**src/hdl/gyib_pkg.sv**
```systemverilog
// shared types, codes and constants of the gyro yaw integrator
package gyib_pkg;

  // sequencer states
  typedef enum logic [3:0] {
    ST_IDLE,
    ST_MEAN,
    ST_MEAN_UPD,
    ST_STILL,
    ST_THR,
    ST_BIAS,
    ST_CLAMP,
    ST_CORR,
    ST_SCALE,
    ST_PLO,
    ST_PHI,
    ST_PSUM,
    ST_DIV,
    ST_HEAD,
    ST_DONE
  } state_e;

  // request codes
  localparam logic REQ_SAMPLE       = 1'b0;
  localparam logic REQ_ZERO_HEADING = 1'b1;

  // config register indexes
  localparam int CFG_IDX_W = 3;
  localparam int CFG_DATA_W = 31;
  localparam logic [CFG_IDX_W-1:0] CFG_MEAN_ALPHA       = 3'd0;
  localparam logic [CFG_IDX_W-1:0] CFG_STILL_BAND       = 3'd1;
  localparam logic [CFG_IDX_W-1:0] CFG_STILL_RATE_LIMIT = 3'd2;
  localparam logic [CFG_IDX_W-1:0] CFG_STILL_TIME_LIMIT = 3'd3;
  localparam logic [CFG_IDX_W-1:0] CFG_BIAS_FAST_ALPHA  = 3'd4;
  localparam logic [CFG_IDX_W-1:0] CFG_BIAS_SLOW_ALPHA  = 3'd5;
  localparam logic [CFG_IDX_W-1:0] CFG_BIAS_LIMIT       = 3'd6;
  localparam logic [CFG_IDX_W-1:0] CFG_RATE_GAIN        = 3'd7;

  typedef struct packed {
    logic [15:0] mean_alpha;
    logic [30:0] still_band;
    logic [30:0] still_rate_limit;
    logic [23:0] still_time_limit;
    logic [15:0] bias_fast_alpha;
    logic [15:0] bias_slow_alpha;
    logic [30:0] bias_limit;
    logic [19:0] rate_gain;
  } cfg_t;

  localparam cfg_t CFG_RESET = '{
    mean_alpha:       16'd3277,
    still_band:       31'd65536,
    still_rate_limit: 31'd327680,
    still_time_limit: 24'd128000,
    bias_fast_alpha:  16'd6554,
    bias_slow_alpha:  16'd66,
    bias_limit:       31'd327680,
    rate_gain:        20'd65536
  };

  // shared multiplier
  localparam int MUL_A_W = 34;
  localparam int MUL_B_W = 25;
  localparam int PROD_W  = MUL_A_W + MUL_B_W;

  // divide by 125 after the shift by 11 (256000 = 2^11 * 125)
  localparam int DIV_RADIX_BITS = 4;
  localparam int DIV_STEPS      = 13;
  localparam int DIV_W          = DIV_RADIX_BITS * DIV_STEPS;
  localparam int DIV_REM_W      = 7;
  localparam logic [DIV_REM_W:0] DIV_DIVISOR = 8'd125;

  // heading saturation bounds, sign-extended to the adder width
  localparam int HSUM_W = 52;
  localparam logic signed [HSUM_W-1:0] HEAD_SAT_MAX = 52'sh0_7FFF_FFFF_FFFF;
  localparam logic signed [HSUM_W-1:0] HEAD_SAT_MIN = 52'shF_8000_0000_0000;

  localparam logic [23:0] STILL_SAT = 24'hFF_FFFF;

endpackage

```
**src/hdl/gyro_yaw_integrator_bias_track.sv**
```systemverilog
// gyro heading integrator with stillness detection and bias tracking
// a rate sample passes through the mean, stillness, bias (when the still time reaches its limit),
// correction, scaling and product states, the 13-step radix-16 divide by 125 and the passes
// through the one shared multiplier; a zero-step sample or a zero-heading request goes straight to done.
// one item at a time; the result sits in an output register until taken.
// reset clears the filter state and the result register and loads the register defaults.
module gyro_yaw_integrator_bias_track (
  input  logic                            clk_i,
  input  logic                            rst_ni,
  input  logic                            in_valid_i,
  output logic                            in_ready_o,
  input  logic                            req_type_i,
  input  logic [23:0]                     step_ms_i,
  input  logic signed [31:0]              rate_sample_i,
  output logic                            out_valid_o,
  input  logic                            out_ready_i,
  output logic signed [47:0]              heading_o,
  output logic signed [31:0]              bias_estimate_o,
  output logic                            bias_settled_o,
  output logic                            is_still_o,
  input  logic                            cfg_we_i,
  input  logic [gyib_pkg::CFG_IDX_W-1:0]  cfg_idx_i,
  input  logic [gyib_pkg::CFG_DATA_W-1:0] cfg_wdata_i
);

  gyib_pkg::cfg_t   cfg;
  gyib_pkg::state_e state_q, state_d;

  // state
  logic signed [31:0] mean_q, bias_q;
  logic [23:0]        still_q;
  logic               locked_q;
  logic signed [47:0] heading_q;

  // per-sample scratch
  logic signed [31:0] rate_q;
  logic [23:0]        step_q;
  logic [36:0]        mag_q;
  logic               neg_q;
  logic [60:0]        acc_q;

  logic out_valid_q;

  // control
  logic in_accept, out_load, thr, div_start, div_done;
  logic signed [gyib_pkg::MUL_A_W-1:0] mul_a;
  logic signed [gyib_pkg::MUL_B_W-1:0] mul_b;
  logic signed [gyib_pkg::PROD_W-1:0]  prod;
  logic [gyib_pkg::DIV_W-1:0]          div_quot, div_dividend;

  // datapath
  logic signed [32:0] diff_rm, diff_mb, diff_rb, mean_sum, bias_sum;
  logic [32:0]        dev_abs;
  logic [31:0]        mean_abs;
  logic [24:0]        still_sum;
  logic               still_smp;
  logic signed [31:0] lim_pos, lim_neg;
  logic [36:0]        scaled;
  logic [60:0]        psum;
  logic [gyib_pkg::HSUM_W-1:0] inc;
  logic signed [gyib_pkg::HSUM_W-1:0] hsum;

  gyib_cfg u_cfg (
    .clk_i       (clk_i),
    .rst_ni      (rst_ni),
    .cfg_we_i    (cfg_we_i),
    .cfg_idx_i   (cfg_idx_i),
    .cfg_wdata_i (cfg_wdata_i),
    .cfg_o       (cfg)
  );

  gyib_mul u_mul (
    .clk_i  (clk_i),
    .a_i    (mul_a),
    .b_i    (mul_b),
    .prod_o (prod)
  );

  gyib_div u_div (
    .clk_i      (clk_i),
    .rst_ni     (rst_ni),
    .start_i    (div_start),
    .dividend_i (div_dividend),
    .quot_o     (div_quot),
    .done_o     (div_done)
  );

  assign diff_rm  = {rate_q[31], rate_q} - {mean_q[31], mean_q};
  assign diff_mb  = {mean_q[31], mean_q} - {bias_q[31], bias_q};
  assign diff_rb  = {rate_q[31], rate_q} - {bias_q[31], bias_q};
  // floor of the product over 2^16 is its upper slice
  assign mean_sum = {mean_q[31], mean_q} + $signed(prod[48:16]);
  assign bias_sum = {bias_q[31], bias_q} + $signed(prod[48:16]);

  assign dev_abs   = diff_rm[32] ? (33'd0 - diff_rm) : diff_rm;
  assign mean_abs  = mean_q[31] ? (32'd0 - mean_q) : mean_q;
  assign still_smp = (dev_abs < {2'b00, cfg.still_band}) &&
                     (mean_abs < {1'b0, cfg.still_rate_limit});
  assign still_sum = {1'b0, still_q} + {1'b0, step_q};
  assign thr       = (still_q >= cfg.still_time_limit);

  assign lim_pos = $signed({1'b0, cfg.bias_limit});
  assign lim_neg = 32'sd0 - lim_pos;

  assign scaled = prod[52:16];
  // magnitude times step, low half already in acc_q
  assign psum   = acc_q + {prod[42:0], 18'd0};
  assign div_dividend = {2'b00, psum[60:11]};

  assign inc  = neg_q ? (gyib_pkg::HSUM_W'(0) - {2'b00, div_quot[49:0]})
                      : {2'b00, div_quot[49:0]};
  assign hsum = {{4{heading_q[47]}}, heading_q} + $signed(inc);

  // next state
  always_comb begin
    state_d = state_q;
    case (state_q)
      gyib_pkg::ST_IDLE: begin
        if (in_valid_i) begin
          if (req_type_i == gyib_pkg::REQ_ZERO_HEADING || step_ms_i == '0) begin
            state_d = gyib_pkg::ST_DONE;
          end else begin
            state_d = gyib_pkg::ST_MEAN;
          end
        end
      end
      gyib_pkg::ST_MEAN:     state_d = gyib_pkg::ST_MEAN_UPD;
      gyib_pkg::ST_MEAN_UPD: state_d = gyib_pkg::ST_STILL;
      gyib_pkg::ST_STILL:    state_d = gyib_pkg::ST_THR;
      gyib_pkg::ST_THR:      state_d = thr ? gyib_pkg::ST_BIAS : gyib_pkg::ST_CORR;
      gyib_pkg::ST_BIAS:     state_d = gyib_pkg::ST_CLAMP;
      gyib_pkg::ST_CLAMP:    state_d = gyib_pkg::ST_CORR;
      gyib_pkg::ST_CORR:     state_d = gyib_pkg::ST_SCALE;
      gyib_pkg::ST_SCALE:    state_d = gyib_pkg::ST_PLO;
      gyib_pkg::ST_PLO:      state_d = gyib_pkg::ST_PHI;
      gyib_pkg::ST_PHI:      state_d = gyib_pkg::ST_PSUM;
      gyib_pkg::ST_PSUM:     state_d = gyib_pkg::ST_DIV;
      gyib_pkg::ST_DIV: begin
        if (div_done) begin
          state_d = gyib_pkg::ST_HEAD;
        end
      end
      gyib_pkg::ST_HEAD:     state_d = gyib_pkg::ST_DONE;
      gyib_pkg::ST_DONE: begin
        if (!out_valid_q || out_ready_i) begin
          state_d = gyib_pkg::ST_IDLE;
        end
      end
      default:               state_d = gyib_pkg::ST_IDLE;
    endcase
  end

  // sequencer outputs
  always_comb begin
    in_ready_o = 1'b0;
    out_load   = 1'b0;
    div_start  = 1'b0;
    mul_a      = {diff_rm[32], diff_rm};
    mul_b      = {9'd0, cfg.mean_alpha};
    case (state_q)
      gyib_pkg::ST_IDLE: in_ready_o = 1'b1;
      gyib_pkg::ST_THR: begin
        mul_a = {diff_mb[32], diff_mb};
        mul_b = {9'd0, (locked_q ? cfg.bias_slow_alpha : cfg.bias_fast_alpha)};
      end
      gyib_pkg::ST_CORR: begin
        mul_a = {diff_rb[32], diff_rb};
        mul_b = {{5{cfg.rate_gain[19]}}, cfg.rate_gain};
      end
      gyib_pkg::ST_PLO: begin
        mul_a = {16'd0, mag_q[17:0]};
        mul_b = {1'b0, step_q};
      end
      gyib_pkg::ST_PHI: begin
        mul_a = {15'd0, mag_q[36:18]};
        mul_b = {1'b0, step_q};
      end
      gyib_pkg::ST_PSUM: div_start = 1'b1;
      gyib_pkg::ST_DONE: out_load = !out_valid_q || out_ready_i;
      default: ;
    endcase
  end

  assign in_accept = in_valid_i && in_ready_o;

  always_ff @(posedge clk_i or negedge rst_ni) begin
    if (!rst_ni) begin
      state_q <= gyib_pkg::ST_IDLE;
    end else begin
      state_q <= state_d;
    end
  end

  // filter state
  always_ff @(posedge clk_i or negedge rst_ni) begin
    if (!rst_ni) begin
      mean_q    <= '0;
      still_q   <= '0;
      bias_q    <= '0;
      locked_q  <= 1'b0;
      heading_q <= '0;
    end else begin
      case (state_q)
        gyib_pkg::ST_IDLE: begin
          if (in_accept && req_type_i == gyib_pkg::REQ_ZERO_HEADING) begin
            heading_q <= '0;
          end
        end
        gyib_pkg::ST_MEAN_UPD: mean_q <= mean_sum[31:0];
        gyib_pkg::ST_STILL: begin
          if (!still_smp) begin
            still_q <= '0;
          end else if (still_sum[24]) begin
            still_q <= gyib_pkg::STILL_SAT;
          end else begin
            still_q <= still_sum[23:0];
          end
        end
        gyib_pkg::ST_BIAS: begin
          bias_q   <= bias_sum[31:0];
          locked_q <= 1'b1;
        end
        gyib_pkg::ST_CLAMP: begin
          if (bias_q > lim_pos) begin
            bias_q <= lim_pos;
          end else if (bias_q < lim_neg) begin
            bias_q <= lim_neg;
          end
        end
        gyib_pkg::ST_HEAD: begin
          if (hsum > gyib_pkg::HEAD_SAT_MAX) begin
            heading_q <= gyib_pkg::HEAD_SAT_MAX[47:0];
          end else if (hsum < gyib_pkg::HEAD_SAT_MIN) begin
            heading_q <= gyib_pkg::HEAD_SAT_MIN[47:0];
          end else begin
            heading_q <= hsum[47:0];
          end
        end
        default: ;
      endcase
    end
  end

  // scratch registers
  always_ff @(posedge clk_i) begin
    case (state_q)
      gyib_pkg::ST_IDLE: begin
        if (in_accept) begin
          rate_q <= rate_sample_i;
          step_q <= step_ms_i;
        end
      end
      gyib_pkg::ST_SCALE: begin
        // truncation toward zero works on the magnitude
        mag_q <= scaled[36] ? (37'd0 - scaled) : scaled;
        neg_q <= scaled[36];
      end
      gyib_pkg::ST_PHI: acc_q <= {19'd0, prod[41:0]};
      default: ;
    endcase
  end

  // result register
  always_ff @(posedge clk_i or negedge rst_ni) begin
    if (!rst_ni) begin
      out_valid_q     <= 1'b0;
      heading_o       <= '0;
      bias_estimate_o <= '0;
      bias_settled_o  <= 1'b0;
      is_still_o      <= 1'b0;
    end else if (out_load) begin
      out_valid_q     <= 1'b1;
      heading_o       <= heading_q;
      bias_estimate_o <= bias_q;
      bias_settled_o  <= locked_q;
      is_still_o      <= thr;
    end else if (out_ready_i) begin
      out_valid_q <= 1'b0;
    end
  end

  assign out_valid_o = out_valid_q;

endmodule

```
**src/hdl/gyib_mul.sv**
```systemverilog
// shared signed multiplier with registered product
module gyib_mul (
  input  logic                                clk_i,
  input  logic signed [gyib_pkg::MUL_A_W-1:0] a_i,
  input  logic signed [gyib_pkg::MUL_B_W-1:0] b_i,
  output logic signed [gyib_pkg::PROD_W-1:0]  prod_o
);

  logic signed [gyib_pkg::PROD_W-1:0] prod_q;

  always_ff @(posedge clk_i) begin
    prod_q <= a_i * b_i;
  end

  assign prod_o = prod_q;

endmodule

```
**src/hdl/gyib_div.sv**
```systemverilog
// radix-16 long division by 125, four quotient bits per cycle
module gyib_div (
  input  logic                        clk_i,
  input  logic                        rst_ni,
  input  logic                        start_i,
  input  logic [gyib_pkg::DIV_W-1:0]  dividend_i,
  output logic [gyib_pkg::DIV_W-1:0]  quot_o,
  output logic                        done_o
);

  localparam int DIV_CNT_W = $clog2(gyib_pkg::DIV_STEPS + 1);

  logic [DIV_CNT_W-1:0]              cnt_q;
  logic [gyib_pkg::DIV_W-1:0]        dvd_q, dvd_d;
  logic [gyib_pkg::DIV_REM_W-1:0]    rem_q, rem_d;
  logic                              busy;

  assign busy   = (cnt_q != '0);
  assign done_o = (cnt_q == DIV_CNT_W'(1));
  assign quot_o = dvd_q;

  always_comb begin : div_step
    logic [gyib_pkg::DIV_REM_W:0] trial;
    rem_d = rem_q;
    dvd_d = dvd_q;
    trial = '0;
    // quotient bits shift in at the bottom as dividend bits leave the top
    for (int i = 0; i < gyib_pkg::DIV_RADIX_BITS; i++) begin
      trial = {rem_d, dvd_d[gyib_pkg::DIV_W-1]};
      dvd_d = {dvd_d[gyib_pkg::DIV_W-2:0], 1'b0};
      if (trial >= gyib_pkg::DIV_DIVISOR) begin
        rem_d    = gyib_pkg::DIV_REM_W'(trial - gyib_pkg::DIV_DIVISOR);
        dvd_d[0] = 1'b1;
      end else begin
        rem_d = trial[gyib_pkg::DIV_REM_W-1:0];
      end
    end
  end

  always_ff @(posedge clk_i or negedge rst_ni) begin
    if (!rst_ni) begin
      cnt_q <= '0;
    end else if (start_i) begin
      cnt_q <= DIV_CNT_W'(gyib_pkg::DIV_STEPS);
    end else if (busy) begin
      cnt_q <= cnt_q - DIV_CNT_W'(1);
    end
  end

  always_ff @(posedge clk_i) begin
    if (start_i) begin
      dvd_q <= dividend_i;
      rem_q <= '0;
    end else if (busy) begin
      dvd_q <= dvd_d;
      rem_q <= rem_d;
    end
  end

endmodule

```
**src/hdl/gyib_cfg.sv**
```systemverilog
// configuration register file
module gyib_cfg (
  input  logic                              clk_i,
  input  logic                              rst_ni,
  input  logic                              cfg_we_i,
  input  logic [gyib_pkg::CFG_IDX_W-1:0]    cfg_idx_i,
  input  logic [gyib_pkg::CFG_DATA_W-1:0]   cfg_wdata_i,
  output gyib_pkg::cfg_t                    cfg_o
);

  gyib_pkg::cfg_t cfg_q;

  always_ff @(posedge clk_i or negedge rst_ni) begin
    if (!rst_ni) begin
      cfg_q <= gyib_pkg::CFG_RESET;
    end else if (cfg_we_i) begin
      case (cfg_idx_i)
        gyib_pkg::CFG_MEAN_ALPHA:       cfg_q.mean_alpha       <= cfg_wdata_i[15:0];
        gyib_pkg::CFG_STILL_BAND:       cfg_q.still_band       <= cfg_wdata_i[30:0];
        gyib_pkg::CFG_STILL_RATE_LIMIT: cfg_q.still_rate_limit <= cfg_wdata_i[30:0];
        gyib_pkg::CFG_STILL_TIME_LIMIT: cfg_q.still_time_limit <= cfg_wdata_i[23:0];
        gyib_pkg::CFG_BIAS_FAST_ALPHA:  cfg_q.bias_fast_alpha  <= cfg_wdata_i[15:0];
        gyib_pkg::CFG_BIAS_SLOW_ALPHA:  cfg_q.bias_slow_alpha  <= cfg_wdata_i[15:0];
        gyib_pkg::CFG_BIAS_LIMIT:       cfg_q.bias_limit       <= cfg_wdata_i[30:0];
        gyib_pkg::CFG_RATE_GAIN:        cfg_q.rate_gain        <= cfg_wdata_i[19:0];
        default: ;
      endcase
    end
  end

  assign cfg_o = cfg_q;

endmodule

```
**config.mk**
```make
export PLATFORM = sky130hd
export DESIGN_NAME = gyro_yaw_integrator_bias_track
export DESIGN_NICKNAME = d
export VERILOG_FILES = /design/src/hdl/gyib_pkg.sv /design/src/hdl/gyro_yaw_integrator_bias_track.sv /design/src/hdl/gyib_mul.sv /design/src/hdl/gyib_div.sv /design/src/hdl/gyib_cfg.sv
export SDC_FILE = /design/constraint.sdc
export NUM_CORES = 2
export LEC_CHECK = 0
export BUFFER_PORTS_ARGS = -buffer_cell sky130_fd_sc_hd__buf_2
export CAP_MARGIN = 15
export CORE_MARGIN = 1.5
export CORE_UTILIZATION = 55
export DETAILED_ROUTE_END_ITERATION = 12
export GPL_TIMING_DRIVEN = 0
export PLACE_DENSITY = 0.72
export SETUP_SLACK_MARGIN = 0.05
export SLEW_MARGIN = 25
export SYNTH_ARGS = -nofsm -noshare
export SYNTH_HDL_FRONTEND = slang
export SYNTH_SLANG_ARGS = --single-unit
```
**constraint.sdc**
```tcl
create_clock -name clk_i -period 12 [get_ports clk_i]
set_input_delay 0.6 -clock clk_i [delete_from_list [all_inputs] [get_ports clk_i]]
set_output_delay 0.6 -clock clk_i [all_outputs]
set_load 0.02 [all_outputs]
```
* Word level (Yosys, flattened, before mapping)
Cells that the tools add are included.
Word-level totals: register bits after elaboration 661, latch bits 0, RAM bits 0, ROM bits 0, input bits 96, output and inout port bits 84, logic and storage cells 153, memories 0
Cells by class: $add $sub $neg 18, multipliers 1, divide/modulo/power cells 0, order comparisons 11, equal/unequal tests 27, shifts and indexed selects 0, mux-type cells 39, bitwise logic cells 0, reductions and logical operators 27
Operator list (number):
- $mux 48 | 3
- $pmux 34 s4 | 1
- $mux 50 | 2
- $sub 32x32->33 | 3
- $mux 32 | 3
- $pmux 48 s2 | 1
- $pmux 25 s3 | 1
- $add 32x32->32 | 2
- $pmux 32 s2 | 1
- $add 42x61->61 | 1
- $pmux 4 s15 | 1
- $mul 34x25->53 | 1
- $add 52x52->52 | 1
- $gt 52x48->1 const B | 1
- $lt 52x48->1 const B | 1
- $mux 52 | 1
- $sub 1x50->51 const A | 1
- $mux 24 | 2
- $sub 1x37->37 const A | 1
- $mux 36 | 1
- $lt 33x31->1 | 1
- $mux 33 | 1
- $sub 1x33->33 const A | 1
- $ge 8x7->1 const B | 4
- other kinds (34) | 87

* Longest topological paths before layout
depth after elaboration 10, gate-level depth with buffers 50, depth with buffers taken out 45

* Modules after synthesis
From an unflattened synthesis, not the netlist that was laid out.
Unflattened totals: cells, all modules 7993, area total of the unflattened synthesis 75643.8 um2
Modules (own cells, without submodules):
- gyro_yaw_integrator_bias_track | times used 1, cells each 3936, area each 33651.0 um2, seq. area each 9359.0 um2
- gyib_mul | times used 1, cells each 3336, area each 31157.4 um2, seq. area each 1181.1 um2
- gyib_cfg | times used 1, cells each 399, area each 7025.5 um2, seq. area each 4664.5 um2
- gyib_div | times used 1, cells each 322, area each 3809.9 um2, seq. area each 1801.7 um2

* Worst setup path after synthesis
Ideal clock, no wire load.
kind register to register, start register state_q[3], end register u_mul.prod_q (netlist bit u_mul.prod_o[52]), setup time 130 ps, arrival 11149 ps, slack 721 ps, cell stages (with the launch flop) 43, path buffers 5, clock period less this slack 11279 ps, path through dfrtp_1 > inv_1 > nand2_1 > nor2_1 > clkbuf_1 > buf_1 > clkbuf_1 > clkbuf_1 > o21ai_0 > ha_1 > or3_1 > o31a_1 > o2111ai_1 > a21boi_0 > o21a_1 > o21a_1 > o21a_1 > o21a_1 > [7 not listed] > fa_1 > fa_1 > fa_1 > inv_1 > fa_1 > inv_1 > ha_1 > a21oi_1 > o21ai_0 > a221oi_1 > o211ai_1 > a2111o_1 > a41o_1 > a31oi_1 > o21ai_0 > a21oi_1 > a31oi_1 > xnor3_1
Between the ends: cells in the longest elaborated chain, start to end 4, elaborated cells on any way between the ends 8, those cells by class mul (1); eq/ne (4); mux (2); reduce/logical (1)
RTL lines:
- from (decl) | line gyro_yaw_integrator_bias_track.sv:27 | gyib_pkg::state_e state_q, state_d;
- from (signal assigned) | line gyro_yaw_integrator_bias_track.sv:188 | state_q <= gyib_pkg::ST_IDLE;
- from (signal assigned) | line gyro_yaw_integrator_bias_track.sv:190 | state_q <= state_d;
- $eq 4x4->1 | line gyro_yaw_integrator_bias_track.sv:160 | case (state_q)
- $reduce_or 2->1 (no source line)
- $pmux 25 s3 | line gyro_yaw_integrator_bias_track.sv:160
- $mul 34x25->53 (*) | line gyib_mul.sv:12 | prod_q <= a_i * b_i;
- to (signal assigned) | line gyib_mul.sv:12
- to (decl) | line gyib_mul.sv:9 | logic signed [gyib_pkg::PROD_W-1:0] prod_q;
Mark *: on every way between the ends. The rest lies on a longest branch, timed or not. A chain may end at the register's enable or synchronous reset.

* Final worst setup path
start register state_q[0], end register u_mul.prod_q (netlist bit u_mul.prod_o[50])
Same word-level chain as after synthesis.

==> impl_metrics.json <==
{
  "status": "finished, final reports clean",
  "wl_per_cell_um": 25.8,
  "via_count": 60400,
  "start_util_pct": 55.7,
  "hold_viol_final": 0,
  "critPathArrivalTime_ns": 12.39,
  "syn-num-nets": 9266,
  "ctsLongestPathBuffers": 3,
  "place_congestion": 1.03,
  "min_period_ns": 11.84,
  "worstRegToRegCells": 34,
  "hp-class": "primary input to flop",
  "met1_length_um": 99300,
  "clk_pin_slew_ns": 0.06,
  "dr_wl_met2_um": 110000,
  "tns_ns": 0,
  "path_buf_inv": 8,
  "final_util_pct": 61.5,
  "ys_warn_count": 0,
  "synth_cells": 7836,
  "fin_crit_sh_pct": 98.7,
  "die_area_um2": 132000,
  "cts_tree": "done",
  "worstSetupEndpointType": "flop",
  "finClkSkew_ns": 0.0384,
  "overflow": 0,
  "grt_pass1_wl_um": 378000,
  "fill_cells": 11100,
  "clock-root-buffer": "clkbuf_16",
  "drive_above_1_share_pct": 10.6,
  "rows": 131,
  "grt_max_degree": 88,
  "multi_input_area_um2": 49700,
  "worstMarginPinSlew_ns": 1.17,
  "synthFlopType": "dfrtp_1",
  "dp.cells": 9772,
  "maxSlewViolCount": 0,
  "antenna_found_initial": 23,
  "ios": 180,
  "setup.worst_path.class": "flop to flop",
  "dr.max_layer_used": "met5",
  "crit_path_start_kind": "flop",
  "synth_seq_cells": 650,
  "crit_path_max_incr_delay_ns": 0.59,
  "layout.cells.non_filler": 9959,
  "clk_latency_ns": 0.69,
  "routed_wl_um": 256000,
  "dr.first_iter.drc_count": 6321,
  "die_w_um": 363,
  "synth_edf_count": 175,
  "maxSlewHeadroom_pct": 21.2,
  "groute.usage.overall_pct": 39.1,
  "cap_violations": 0,
  "synth.yosys.seq_area_share_pct": 23.7,
  "avgViaCountPerCell": 6.06,
  "worst-path-stages": 34,
  "hold_depth": 1,
  "firstDrtPassIters": 6,
  "nets": 9587,
  "syn_area_per_cell_um2": 9.10,
  "crit_fanout": 10,
  "areaGrowthSynthToFinish_pct": 10.5,
  "setup_violations": 0,
  "setup_ws_ns": 0.160,
  "rsz0062_at_grt": "yes",
  "syn_area_um2": 71300,
  "numCtsBuffers": 75,
  "critPathSlowestCell": "fa_1",
  "ff_latch_area_um2": 16900,
  "cpMostUsedCell": "fa_1",
  "async_reset_ff_share_pct": 63.5,
  "grt_pass1_vias": 59600,
  "max_freq_mhz": 84.5,
  "port-buffer-count": 177,
  "post-place-ws_ns": -3.77,
  "synthDistinctLibCells": 106,
  "ant_nets": 0,
  "dp_hpwl_um": 210000,
  "drc": 0,
  "die_h_um": 363,
  "cts.sinks": 650,
  "htree_levels": 3,
  "wl_met3_um": 28300,
  "critPathTopFamily": "adder cells",
  "crit_required_ns": 12.55,
  "core_area_um2": 128000
}
[registers in the layout (all words and copies together) (netlist names), 24 cells and up]
signal and cells:
heading_q 48, step_q 24, u_div.quot_o 52, bias_estimate_o 32, mag_q 37, acc_q 31
rate_q 32, still_q 24, u_cfg.cfg_o 185, heading_o 48, mean_q 32, bias_q 32
u_mul.prod_o 53
[final cells by class]
cell class / count / share of cell area [%]
Multi-Input combinational cell: 5731 / 63.1
Sequential cell: 650 / 21.4
Inverter: 1161 / 5.54
Clock buffer: 101 / 2.76
Tap cell: 1729 / 2.75
Timing Repair Buffer: 255 / 2.22
Buffer: 283 / 1.61
Clock inverter: 38 / 0.565
Antenna cell: 11 / 0.0349
[path summary, 6_finish.rpt]
kind	start	to	slack (ns)
min in group asynchronous	rst_ni	bias_estimate_o[5]	0.36
hold reg to reg	u_mul.prod_o[11]	acc_q[11]	0.44
setup reg to reg	state_q[0]	u_mul.prod_o[50]	0.16
hold / removal	rate_sample_i[16]	rate_q[16]	0.08
setup / recovery	state_q[0]	u_mul.prod_o[50]	0.16
max in group asynchronous	rst_ni	u_cfg.cfg_o[179]	10.04
[metrics by stage]
step | area, µm² | hold WS (ns)
global placement | 74400 | 0.441
global route | 78800 | 0.0669
finish | 78800 | 0.0818
detailed placement | 75100 | 0.433
floorplan | 71300 | 0.304
CTS | 78200 | 0.0544
[cell usage in the layout (no fill, tap or decap), types with 31 or more instances in the layout]
| cell type | synthesis | layout |
|---|---|---|
| a211oi_1 | 51 | 49 |
| a21o_1 | 188 | 182 |
| a21oi_1 | 335 | 313 |
| a221o_1 | 58 | 56 |
| and2_1 | 40 | 37 |
| and3_1 | 35 | 35 |
| buf_2 | 8 | 189 |
| buf_4 | 5 | 54 |
| clkbuf_1 | 259 | 217 |
| clkbuf_16 | 0 | 82 |
| dfrtp_1 | 385 | 384 |
| dfxtp_1 | 62 | 62 |
| edfxtp_1 | 175 | 175 |
| fa_1 | 796 | 793 |
| ha_1 | 538 | 528 |
| inv_1 | 1159 | 1155 |
| mux2_2 | 212 | 212 |
| nand2_1 | 905 | 902 |
| nand2b_1 | 77 | 77 |
| nand3_1 | 101 | 101 |
| nand4_1 | 51 | 51 |
| nor2_1 | 642 | 632 |
| nor2b_1 | 53 | 53 |
| nor3_1 | 86 | 82 |
| o211ai_1 | 34 | 34 |
| o21a_1 | 72 | 71 |
| o21ai_0 | 441 | 421 |
| o21ai_1 | 27 | 31 |
| o21bai_1 | 42 | 42 |
| o31ai_1 | 58 | 55 |
| or3_1 | 40 | 38 |
| xnor2_1 | 342 | 338 |
| xor2_1 | 124 | 122 |
[cells by family after synthesis]
| family | count (synthesis) | share of synthesized area (%) |
|---|---|---|
| adder cells (fa/ha/maj) | 1334 | 31.8 |
| flip-flops | 650 | 23.7 |
| buffers and inverters | 1455 | 7.70 |
| XOR/XNOR | 467 | 5.76 |
| AO/OA/AOI/OAI | 1540 | 14.1 |
| multiplexers | 242 | 3.78 |
| AND/OR/NAND/NOR | 2148 | 13.2 |
[cell usage after synthesis, types with 13 or more instances]
cell | number | area [µm²]
o211ai_1 | 34 | 255
a31oi_1 | 30 | 188
o21ai_0 | 441 | 2210
nand3_1 | 101 | 505
o21ai_1 | 27 | 135
o21a_1 | 72 | 541
a211oi_1 | 51 | 383
a221oi_1 | 27 | 236
and3_1 | 35 | 219
ha_1 | 538 | 6730
nor2_1 | 642 | 2410
xnor2_1 | 342 | 3000
nand2_1 | 905 | 3400
or4_1 | 20 | 150
a221o_1 | 58 | 581
nor3_1 | 86 | 430
fa_1 | 796 | 15900
nor4_1 | 30 | 188
or2_2 | 24 | 150
a22oi_1 | 13 | 97.6
inv_1 | 1159 | 4350
nand2b_1 | 77 | 482
nor2b_1 | 53 | 332
xor2_1 | 124 | 1090
a21oi_1 | 335 | 1680
mux2_2 | 212 | 2390
buf_1 | 22 | 82.6
edfxtp_1 | 175 | 5260
dfstp_2 | 28 | 736
or3_1 | 40 | 250
o31ai_1 | 58 | 435
mux2i_1 | 28 | 280
o41ai_1 | 17 | 149
nand4_1 | 51 | 319
and2_1 | 40 | 250
dfxtp_1 | 62 | 1240
a21o_1 | 188 | 1410
o21bai_1 | 42 | 315
dfrtp_1 | 385 | 9630
clkbuf_1 | 259 | 972
[routing by layer]
layer,up-vias,track usage (%)
li1,26600,-
met1,29700,51.3
met2,3293,59.0
met3,772,9.21
met4,10,23.6
met5,-,0
[what timing repair did]
item	in CTS	in global routing
resized for setup	116	131
hold endpoints to repair	23	0
hold buffers	1	0
endpoints found under the setup margin	35	15
pin swaps	13	33
buffers inserted	16	30
Power is left out: the tool's default activity adds up to more than one toggle a clock period on the data nets, which glitch-free logic cannot reach.
